**src/sv/mie_pkg.sv**
```systemverilog
`timescale 1ns / 1ps
`default_nettype none
// Package for the extended Euclidean modular inverse block.
// Holds the default width, the controller state type and the command and
// status structs that pass between controller and datapath. No dependencies.
package mie_pkg;

	localparam int DEFAULT_WIDTH = 32;

	typedef enum logic [2:0] {
		ST_IDLE,
		ST_CHECK,
		ST_DIV,
		ST_UPDATE,
		ST_FINISH
	} mie_state_t;

	// Commands from the controller to the datapath.
	typedef struct packed {
		logic load;      // capture a new operand pair
		logic div_init;  // clear the divider for the next Euclid step
		logic div_step;  // one quotient bit of the division
		logic update;    // shift remainders and coefficients
		logic emit;      // move the result into the output register
	} mie_cmd_t;

	// Status from the datapath to the controller.
	typedef struct packed {
		logic r1_zero;   // current divisor is zero, the algorithm is done
		logic div_last;  // the division is on its last bit
		logic out_free;  // the output register can take a result
	} mie_stat_t;

endpackage
`default_nettype wire

```
**src/sv/mie_in_if.sv**
```systemverilog
`timescale 1ns / 1ps
`default_nettype none
// Input channel of the modular inverse block: valid, ready and the operand pair.
// Depends on mie_pkg for the default width.
interface mie_in_if #(
	parameter int WIDTH = mie_pkg::DEFAULT_WIDTH
);
	logic             valid;
	logic             ready;
	logic [WIDTH-1:0] value;
	logic [WIDTH-1:0] modulus;

	modport source (output valid, output value, output modulus, input ready);
	modport sink (input valid, input value, input modulus, output ready);
endinterface
`default_nettype wire

```
**src/sv/mie_out_if.sv**
```systemverilog
`timescale 1ns / 1ps
`default_nettype none
// Output channel of the modular inverse block: valid, ready and the result.
// Depends on mie_pkg for the default width.
interface mie_out_if #(
	parameter int WIDTH = mie_pkg::DEFAULT_WIDTH
);
	logic             valid;
	logic             ready;
	logic [WIDTH-1:0] inverse;
	logic             has_inverse;

	modport source (output valid, output inverse, output has_inverse, input ready);
	modport sink (input valid, input inverse, input has_inverse, output ready);
endinterface
`default_nettype wire

```
**src/sv/mie_ctrl.sv**
```systemverilog
`timescale 1ns / 1ps
`default_nettype none
// Controller state machine of the modular inverse block.
// Depends on mie_pkg for the state type and the command and status structs.
module mie_ctrl (
	input  wire logic              clk,
	input  wire logic              arst_n,
	input  wire logic              in_valid,
	output logic                   in_ready,
	input  wire mie_pkg::mie_stat_t stat,
	output mie_pkg::mie_cmd_t      cmd
);

	mie_pkg::mie_state_t state_q;
	mie_pkg::mie_state_t state_d;

	always_ff @(posedge clk or negedge arst_n) begin
		if (!arst_n) begin
			state_q <= mie_pkg::ST_IDLE;
		end else begin
			state_q <= state_d;
		end
	end

	always_comb begin
		state_d = state_q;
		unique case (state_q)
			mie_pkg::ST_IDLE: begin
				if (in_valid) state_d = mie_pkg::ST_CHECK;
			end
			mie_pkg::ST_CHECK: begin
				state_d = stat.r1_zero ? mie_pkg::ST_FINISH : mie_pkg::ST_DIV;
			end
			mie_pkg::ST_DIV: begin
				if (stat.div_last) state_d = mie_pkg::ST_UPDATE;
			end
			mie_pkg::ST_UPDATE: begin
				state_d = mie_pkg::ST_CHECK;
			end
			mie_pkg::ST_FINISH: begin
				if (stat.out_free) state_d = mie_pkg::ST_IDLE;
			end
			default: begin
				state_d = mie_pkg::ST_IDLE;
			end
		endcase
	end

	always_comb begin
		cmd      = '0;
		in_ready = 1'b0;
		unique case (state_q)
			mie_pkg::ST_IDLE: begin
				in_ready = 1'b1;
				cmd.load = in_valid;
			end
			mie_pkg::ST_CHECK: begin
				cmd.div_init = !stat.r1_zero;
			end
			mie_pkg::ST_DIV: begin
				cmd.div_step = 1'b1;
			end
			mie_pkg::ST_UPDATE: begin
				cmd.update = 1'b1;
			end
			mie_pkg::ST_FINISH: begin
				cmd.emit = stat.out_free;
			end
			default: begin
				cmd = '0;
			end
		endcase
	end

endmodule
`default_nettype wire

```
**src/sv/mie_dp.sv**
```systemverilog
`timescale 1ns / 1ps
`default_nettype none
// Datapath of the modular inverse block: remainders, sign-magnitude
// coefficients, a bit-serial divider and the output register.
// Depends on mie_pkg for the command and status structs.
module mie_dp #(
	parameter int WIDTH = mie_pkg::DEFAULT_WIDTH
) (
	input  wire logic               clk,
	input  wire logic               arst_n,
	input  wire mie_pkg::mie_cmd_t  cmd,
	output mie_pkg::mie_stat_t      stat,
	input  wire logic [WIDTH-1:0]   value,
	input  wire logic [WIDTH-1:0]   modulus,
	input  wire logic               out_ready,
	output logic                    out_valid,
	output logic [WIDTH-1:0]        inverse,
	output logic                    has_inverse
);

	localparam int CW = (WIDTH > 1) ? $clog2(WIDTH) : 1;

	// Euclid state: r0/r1 remainders, s0/s1 coefficients of value.
	logic [WIDTH-1:0] mod_q;
	logic [WIDTH-1:0] r0_q;
	logic [WIDTH-1:0] r1_q;
	logic             s0_neg_q;
	logic [WIDTH-1:0] s0_mag_q;
	logic             s1_neg_q;
	logic [WIDTH-1:0] s1_mag_q;

	// Divider: shifting dividend, partial remainder, running q*|s1|.
	logic [WIDTH-1:0] dq_q;
	logic [WIDTH-1:0] rem_q;
	logic [WIDTH:0]   p_q;
	logic [CW-1:0]    cnt_q;

	logic [WIDTH-1:0] inverse_q;
	logic             has_inverse_q;
	logic             out_valid_q;

	logic [WIDTH:0]   rem_sh;
	logic             qbit;
	logic [WIDTH-1:0] rem_next;
	logic [WIDTH:0]   p_next;

	logic             pneg;
	logic [WIDTH+1:0] x_ext;
	logic [WIDTH+1:0] p_ext;
	logic [WIDTH+1:0] mag_calc;
	logic             sn_neg;
	logic [WIDTH-1:0] sn_mag;
	logic [WIDTH-1:0] inv_calc;

	// One restoring division step per cycle, quotient bits MSB first.
	always_comb begin
		rem_sh   = {rem_q, dq_q[WIDTH-1]};
		qbit     = rem_sh >= {1'b0, r1_q};
		rem_next = qbit ? WIDTH'(rem_sh - {1'b0, r1_q}) : rem_sh[WIDTH-1:0];
		p_next   = {p_q[WIDTH-1:0], 1'b0} + (qbit ? {1'b0, s1_mag_q} : '0);
	end

	// New coefficient s0 - q*s1 in sign-magnitude form.
	always_comb begin
		pneg  = s1_neg_q && (p_q != '0);
		x_ext = {2'b00, s0_mag_q};
		p_ext = {1'b0, p_q};
		mag_calc = x_ext;
		sn_neg   = s0_neg_q;
		if (p_q == '0) begin
			mag_calc = x_ext;
			sn_neg   = s0_neg_q;
		end else if (s0_mag_q == '0 || s0_neg_q != pneg) begin
			mag_calc = x_ext + p_ext;
			sn_neg   = (s0_mag_q == '0) ? !pneg : s0_neg_q;
		end else if (x_ext >= p_ext) begin
			mag_calc = x_ext - p_ext;
			sn_neg   = s0_neg_q && (mag_calc != '0);
		end else begin
			mag_calc = p_ext - x_ext;
			sn_neg   = !s0_neg_q;
		end
		sn_mag = mag_calc[WIDTH-1:0];
	end

	// A negative coefficient is brought into range by adding the modulus.
	assign inv_calc = (s0_neg_q && s0_mag_q != '0) ? WIDTH'(mod_q - s0_mag_q) : s0_mag_q;

	always_ff @(posedge clk) begin
		if (cmd.load) begin
			mod_q    <= modulus;
			r0_q     <= value;
			r1_q     <= modulus;
			s0_neg_q <= 1'b0;
			s0_mag_q <= WIDTH'(1);
			s1_neg_q <= 1'b0;
			s1_mag_q <= '0;
		end else if (cmd.update) begin
			r0_q     <= r1_q;
			r1_q     <= rem_q;
			s0_neg_q <= s1_neg_q;
			s0_mag_q <= s1_mag_q;
			s1_neg_q <= sn_neg;
			s1_mag_q <= sn_mag;
		end

		if (cmd.div_init) begin
			dq_q  <= r0_q;
			rem_q <= '0;
			p_q   <= '0;
		end else if (cmd.div_step) begin
			dq_q  <= {dq_q[WIDTH-2:0], 1'b0};
			rem_q <= rem_next;
			p_q   <= p_next;
		end

		if (cmd.emit) begin
			inverse_q     <= inv_calc;
			has_inverse_q <= (r0_q == WIDTH'(1));
		end
	end

	always_ff @(posedge clk or negedge arst_n) begin
		if (!arst_n) begin
			cnt_q       <= '0;
			out_valid_q <= 1'b0;
		end else begin
			if (cmd.div_init) begin
				cnt_q <= '0;
			end else if (cmd.div_step) begin
				cnt_q <= cnt_q + CW'(1);
			end

			if (cmd.emit) begin
				out_valid_q <= 1'b1;
			end else if (out_ready) begin
				out_valid_q <= 1'b0;
			end
		end
	end

	assign stat.r1_zero  = (r1_q == '0);
	assign stat.div_last = (cnt_q == CW'(WIDTH - 1));
	assign stat.out_free = !out_valid_q || out_ready;

	assign out_valid   = out_valid_q;
	assign inverse     = inverse_q;
	assign has_inverse = has_inverse_q;

endmodule
`default_nettype wire

```
**src/sv/modular_inverse_ext_euclid.sv**
```systemverilog
`timescale 1ns / 1ps
`default_nettype none
// Top level of the modular inverse block (extended Euclidean algorithm).
// Depends on mie_pkg, mie_in_if, mie_out_if, mie_ctrl and mie_dp.
//
// Channel   Direction  Payload
// in_ch     sink       value, modulus (WIDTH bits each, unsigned)
// out_ch    source     inverse (WIDTH bits, unsigned), has_inverse (1 bit)
//
// One operand pair is worked on at a time. Each Euclid step consists of one
// check of the divisor, a run of the bit-serial divider and one update of
// remainders and coefficients. After the last step the result is loaded into
// the output register, and the controller returns to idle before it takes
// the next pair.
// Reset clears the controller and the output valid flag; there is no state
// between transactions. A result waits in the output register while out_ch
// stalls, and a new input transaction is taken as soon as the controller is
// idle again, so one result can wait while the next pair is processed.
module modular_inverse_ext_euclid #(
	parameter int WIDTH = mie_pkg::DEFAULT_WIDTH
) (
	input  wire logic clk,
	input  wire logic arst_n,
	mie_in_if.sink    in_ch,
	mie_out_if.source out_ch
);

	mie_pkg::mie_cmd_t  cmd;
	mie_pkg::mie_stat_t stat;
	logic               in_ready;

	// The controller sequences check, divide and update steps until the
	// divisor reaches zero, then hands the result to the output register.
	mie_ctrl u_ctrl (
		.clk      (clk),
		.arst_n   (arst_n),
		.in_valid (in_ch.valid),
		.in_ready (in_ready),
		.stat     (stat),
		.cmd      (cmd)
	);

	// The datapath holds the remainders, the coefficients of value in
	// sign-magnitude form and the divider, which also accumulates q * |s1|
	// so the coefficient update needs no multiplier.
	mie_dp #(
		.WIDTH (WIDTH)
	) u_dp (
		.clk         (clk),
		.arst_n      (arst_n),
		.cmd         (cmd),
		.stat        (stat),
		.value       (in_ch.value),
		.modulus     (in_ch.modulus),
		.out_ready   (out_ch.ready),
		.out_valid   (out_ch.valid),
		.inverse     (out_ch.inverse),
		.has_inverse (out_ch.has_inverse)
	);

	assign in_ch.ready = in_ready;

endmodule
`default_nettype wire
```
**src/flat_wrapper.sv**
```systemverilog
// flat-port wrapper written by rule: the top's interface ports become plain ports
module modular_inverse_ext_euclid_flat 
#(
	parameter int WIDTH = mie_pkg::DEFAULT_WIDTH
)
  (clk, arst_n, in_ch_valid, in_ch_value, in_ch_modulus, in_ch_ready, out_ch_valid, out_ch_inverse, out_ch_has_inverse, out_ch_ready);
  mie_in_if #(.WIDTH(WIDTH)) in_ch_i ();
  mie_out_if #(.WIDTH(WIDTH)) out_ch_i ();
  input  wire logic clk;
  input  wire logic arst_n;
  input wire logic [$bits(in_ch_i.valid)-1:0] in_ch_valid;
  input wire logic [$bits(in_ch_i.value)-1:0] in_ch_value;
  input wire logic [$bits(in_ch_i.modulus)-1:0] in_ch_modulus;
  output wire logic [$bits(in_ch_i.ready)-1:0] in_ch_ready;
  output wire logic [$bits(out_ch_i.valid)-1:0] out_ch_valid;
  output wire logic [$bits(out_ch_i.inverse)-1:0] out_ch_inverse;
  output wire logic [$bits(out_ch_i.has_inverse)-1:0] out_ch_has_inverse;
  input wire logic [$bits(out_ch_i.ready)-1:0] out_ch_ready;
  assign in_ch_i.valid = in_ch_valid;
  assign in_ch_i.value = in_ch_value;
  assign in_ch_i.modulus = in_ch_modulus;
  assign in_ch_ready = in_ch_i.ready;
  assign out_ch_valid = out_ch_i.valid;
  assign out_ch_inverse = out_ch_i.inverse;
  assign out_ch_has_inverse = out_ch_i.has_inverse;
  assign out_ch_i.ready = out_ch_ready;
  modular_inverse_ext_euclid #(.WIDTH(WIDTH)) u_core (.clk(clk), .arst_n(arst_n), .in_ch(in_ch_i), .out_ch(out_ch_i));
endmodule
```
**config.mk**
```make
export PLATFORM = sky130hd
export DESIGN_NAME = modular_inverse_ext_euclid_flat
export DESIGN_NICKNAME = d
export VERILOG_FILES = /design/src/sv/mie_pkg.sv /design/src/sv/mie_in_if.sv /design/src/sv/mie_out_if.sv /design/src/sv/mie_ctrl.sv /design/src/sv/mie_dp.sv /design/src/sv/modular_inverse_ext_euclid.sv /design/src/flat_wrapper.sv
export SDC_FILE = /design/constraint.sdc
export NUM_CORES = 1
export LEC_CHECK = 0
export BUFFER_PORTS_ARGS = -buffer_cell sky130_fd_sc_hd__buf_2
export CAP_MARGIN = 20
export CORE_ASPECT_RATIO = 0.9
export CORE_UTILIZATION = 47
export DETAILED_ROUTE_END_ITERATION = 12
export HOLD_SLACK_MARGIN = 0.08
export PLACE_DENSITY = 0.65
export SLEW_MARGIN = 25
export SYNTH_ARGS = -nofsm -noshare
export SYNTH_HDL_FRONTEND = slang
export SYNTH_SLANG_ARGS = --single-unit
```
**constraint.sdc**
```tcl
create_clock -name clk -period 5 [get_ports clk]
set_input_delay 1 -clock clk [delete_from_list [all_inputs] [get_ports clk]]
set_output_delay 1 -clock clk [all_outputs]
set_load 0.02 [all_outputs]
```
# Yosys cells after proc, flatten, opt, wreduce, memory -nomap -nowiden
# Index checks and enable logic that the tools add are counted.
# W data, S select, Z words.
op_classes:
  add_sub_neg: 7
  n_lt_le_gt_ge: 2
  eq_ne: 10
  n_mux: 31
  reduce_logical: 20
op_table:
  columns: ["op", "n"]
  rows:
  - ["$mux W32", 12]
  - ["$sub A32 B32 Y32", 3]
  - ["$logic_not A32 Y1", 2]
  - ["$reduce_bool A34 Y1", 1]
  - ["$sub A32 B33 Y34", 1]
  - ["$add A33 B32 Y33", 1]
  - ["$ge A32 B33 Y1", 1]
  - ["$ge A33 B32 Y1", 1]
  - ["$logic_not A33 Y1", 1]
  - ["$reduce_bool A33 Y1", 1]
  - ["$add A32 B32 Y32", 1]
  - ["$eq A32 B1 Y1 const B", 1]
  - ["$reduce_bool A32 Y1", 1]
  - ["$pmux W3 S5", 1]
  - ["$mux W1", 12]
  - ["$mux W3", 4]
  - ["$mux W5", 2]
  - ["$eq A3 B2 Y1 const B", 2]
  - ["$reduce_bool A2 Y1", 3]
  - ["$add A5 B1 Y5 const B", 1]
  - ["$eq A5 B5 Y1 const B", 1]
  - ["$logic_not A1 Y1", 4]
  - ["$ne A2 B2 Y1 const B", 2]
  - ["$eq A3 B1 Y1 const B", 1]
  - ["7 further kinds", 10]
totals:
  reg_bits: 301
  input_bits: 68

# Depth between registers and ports, before layout
depth:
  depth_word: 6
  mapped_depth: 26

# Hierarchy
# A second synthesis with hierarchy kept.
unflattened:
  cells_unflattened: 2557
  area_unflattened_um2: 22258.8
modules_own_cells:
  columns: ["module", "instances", "cells_per_inst", "area_per_inst_um2", "seq_area_each_um2"]
  rows:
  - ["mie_dp", 1, 2537, 22081.2, 7607.3]
  - ["mie_ctrl", 1, 20, 177.7, 75.1]

# Least setup slack after synthesis
# Ideal clock, no wire load.
synth_path:
  path_kind: "flip-flop to flip-flop"
  startpoint: "register u_core.u_dp.r1_q[1]"
  endpoint: "register u_core.u_dp.p_q[29]"
  arrival_ns: 5.107
  setup_slack_ns: -0.181
  stages_incl_launch_ff: 27
  n_path_buf: 1
  period_less_slack_ns: 5.181
  path_cell_list: "edfxtp_1 -> inv_1 -> ha_1 -> nor2b_1 -> o31a_1 -> o21bai_1 -> a2111oi_0 -> o31ai_1 -> a21boi_0 -> o21ai_1 -> nand2_1 -> clkbuf_1 -> and2_1 -> ha_1 -> inv_1 -> fa_1 -> nor2b_1 -> o2111ai_1 -> and3_1 -> nor4_1 -> nor2_1 -> o31ai_1 -> a31oi_1 -> o31ai_1 -> a21oi_1 -> xor2_1 -> o21ai_0"
synth_between:
  elab_chain_len: 3
  word_cells_on_any_way: 6
  classes_between: "add/sub (1); order compare (1); mux (2); reduce/logical (2)"
synth_lines:
  columns: ["item", "line_no", "source"]
  rows:
  - ["start, declared", "mie_dp.sv:26", "logic [WIDTH-1:0] r1_q;"]
  - ["start signal, assigned", "mie_dp.sv:93", "r1_q <= modulus;"]
  - ["start signal, assigned", "mie_dp.sv:100", "r1_q <= rem_q;"]
  - ["$ge A33 B32 Y1 or $logic_not A32 Y1 (tied branches)", "mie_dp.sv:58, mie_dp.sv:142", null]
  - ["$mux W32 or $logic_not A1 Y1 (tied branches)", "mie_dp.sv:60, mie_ctrl.sv:58", null]
  - ["$add A33 B32 Y33 or $mux W1 (tied branches)", "mie_dp.sv:60, mie_ctrl.sv:52", null]
  - ["end signal, assigned", "mie_dp.sv:114", "p_q <= p_next;"]
  - ["end, declared", "mie_dp.sv:35", "logic [WIDTH:0] p_q;"]
# Several ways; a longest one is shown, not always the timed one.
# A chain may end at the register's enable or synchronous reset.

# Final worst setup path
# Same ends and word-level chain as after synthesis.

==> impl_metrics.ini <==
[logic_synthesis]
synth.yosys.warnings = 0
yosys.area.top_type_share_pct = 21.9
synthArstFlopShare_pct = 2.99
yosysTopAreaCell = edfxtp_1
synth_area_leaders = edfxtp_1, dfxtp_1, ha_1
ys_seq_area_share_pct = 34.8
syn_area_sq_um = 22100
ys_top_cells_by_count = o21ai_0, nand2_1, ha_1, a21oi_1, inv_1
avgSynthCellArea_sq_um = 8.82
ys_types = 91
netlist_instances = 2503
postSynthNetCount = 2767
synth_edf_count = 161
yosysMostFrequentCell = o21ai_0
synth-main-ff-cell = edfxtp_1
ys_ff_latch = 301

[floorplanning]
core_area_sq_um = 45800
fp-row-count = 74
start_util_pct = 48.2
num_io_pins = 103
die_x_um = 230
fp.dieH_um = 208
dieArea_sq_um = 47800

[grt]
grt_pass1_wl_um = 109000
grt_remaining_overflow = 0
grt.total_usage_pct = 28.8
grt_max_degree = 77
antenna_found_initial = 1
grt_pass1_vias = 19400

[worst_setup_path]
slowest_delay_ns = 0.43
cp-start-kind = flop
r2r_setup_slack_ns = 0.1
endpoint_kind = flop
crit_path_frequent_cell = o21ai_1
worstSetupPathType = flop to flop
required_ns = 5.44
crit_slowest_cell = o21ai_0
crit_chain = inv_2 > ha_4 > nor2b_4 > o31a_1 > o21bai_4 > a2111oi_4 > o31ai_1 > a21boi_1 > o21ai_1 > nand2_2 > buf_4 > buf_12 > and2_1 > ha_2 > nand2_1 > o21ai_0 > nor2_4 > o31ai_4 > a31oi_4 > o31ai_2 > a21oi_1 > xor2_1 > o21ai_1
worstPathArrival_ns = 5.34
cp_top_family = compound AO/OA/AOI/OAI gates
crit_buf_inv = 3
crit_fanout = 6

[detailed_routing]
ant_nets = 0
first_pass_iters = 5
remaining_drc_errors = 0
detail_route.wl_per_cell_um = 21.6
drt_wl_total_um = 71800
drtIter0Drc = 1928
avgViaCountPerCell = 6.09
num_vias = 20200

[timing]
slew_headroom_pct = 32.4
rsz0062_at_grt = yes
setup_viol = 0
finalCriticalPeriod_ns = 4.90
whs_ns = 0.274
max_freq_mhz = 204
setup_tns_ns = 0
drv_slew = 0
tightest_slew_ns = 1.01
hold_violations = 0
skew_ns = 0.0244
fin_crit_sh_pct = 98.0

[clock_network]
cts_tree = done
ctsRootBufferMaster = clkbuf_16
clock_sink_count = 301
cts_buffer_depth = 3
cts.clk_slew.worst_paths_ns = 0.06
htreeDepth = 1
clock_latency_ns = 0.58
cts_buffers = 30

[placed_design]
place_hpwl_um = 54900
io_buffers = 102
dp_cells = 3262
finalWeightedCongestion = 0.994

[power_and_ir_drop]
p_leak_nw = 10.9
power_density_nw_per_um2 = 190
vdd_drop_max_mv = 0.274

[flow_run]
maxCapViolCount = 0

[finish]
fill_cells = 4077
layout-drive-gt1-share_pct = 19.1
layout.nets = 2959
area_delta_synth_final_pct = 16.5
diodes = 0
final_cells = 3325

[hold_path]
hold_class = input pin to async pin

[run_status]
status = completed
[per-stage QoR]
step / utilization, % / setup slack, ns / area, sq um / power (W)
after detailed placement: 52.6 / -0.322 / 24100 / 0.00267
final: 56.1 / 0.0975 / 25700 / 0.00490
after global placement: 52.6 / -0.234 / 24100 / 0.00267
after CTS: 54.9 / -0.0196 / 25200 / 0.00494
after floorplan: - / 0.0578 / 22100 / 0.00264
after global routing: 56.1 / -0.124 / 25700 / 0.00500
[routing by layer]
metal  GRT usage (%)  routed length, um  vias up  share of wire, %
li1                -                  -     9549                 -
met1            40.8              31900     9647                44
met2            44.2              31400      873                44
met3            3.12               5190      162               7.2
met4            12.9               3310        2               4.6
met5               0                 13        -             0.018
[registers in the layout, summed over array words and instances (netlist names), 3 cells and up]
name	count
u_core.u_dp.s1_mag_q	32
u_core.u_dp.p_q	33
u_core.u_dp.inverse	32
u_core.u_dp.s0_mag_q	32
u_core.u_dp.dq_q	32
u_core.u_dp.rem_q	32
u_core.u_ctrl.state_q	3
u_core.u_dp.r1_q	32
u_core.u_dp.r0_q	32
u_core.u_dp.cnt_q	5
u_core.u_dp.mod_q	32
[worst paths after layout]
kind | cells after the start | from | end
worst min-delay path | 1 | arst_n | u_core.u_dp.cnt_q[4]
worst max register to register | 23 | u_core.u_dp.r1_q[1] | u_core.u_dp.p_q[29]
min in group clk | 2 | u_core.u_dp.s1_mag_q[0] | u_core.u_dp.s0_mag_q[0]
max in group asynchronous | 1 | arst_n | u_core.u_dp.cnt_q[1]
worst min register to register | 2 | u_core.u_dp.s1_mag_q[0] | u_core.u_dp.s0_mag_q[0]
worst max-delay path | 23 | u_core.u_dp.r1_q[1] | u_core.u_dp.p_q[29]
[where the power goes]
group	total, W	leakage [nW]	switching (W)	internal, W
combinational	0.0000396	7.75	0.0000204	0.0000191
sequential	0.00258	2.65	0.0000000000000000000521	0.00258
clock	0.00228	0.465	0.000967	0.00131
[logic make-up after synthesis]
group           count (synthesis)  synth area share (%)
fa+ha+maj                     196                  11.3
xor+xnor                      129                  5.12
mux                           105                  5.15
simple gates                  705                  15.9
compound gates                782                  22.4
flops                         301                  34.8
buf+inv                       285                  5.34
[repair_timing]
action                                  in CTS  in global routing
endpoints found under the setup margin      10                 16
gates cloned                                 0                  2
pin swaps                                    4                 50
setup buffers                                1                  9
hold buffers                                 0                  0
resized for setup                           15                 98
[layout by cell type (no fill, tap or decap), types with 38 or more instances in the layout]
cell type / netlist / final
edfxtp_1: 161 / 161
nand3_1: 78 / 75
ha_1: 190 / 171
xor2_1: 47 / 47
a21oi_1: 183 / 171
nor2_1: 128 / 121
o31ai_1: 49 / 47
buf_2: 27 / 102
a21o_1: 54 / 54
inv_1: 162 / 154
nand2_1: 218 / 214
and2_1: 46 / 40
dfxtp_1: 131 / 131
mux2_2: 69 / 69
nor4_1: 40 / 38
xnor2_1: 82 / 82
o21ai_0: 221 / 210
buf_4: 14 / 169
nor3_1: 41 / 40
[final cells by class]
cell class	instances	area, sq um	share of cell area (%)
multi-input combinational	1917	13800	53.6
timing repair buffer	279	1910	7.41
tap	608	761	2.96
inverter	166	623	2.42
clock buffer	42	837	3.25
sequential	301	7680	29.9
clock inverter	12	134	0.520
(Power assumes the default switching activity.)
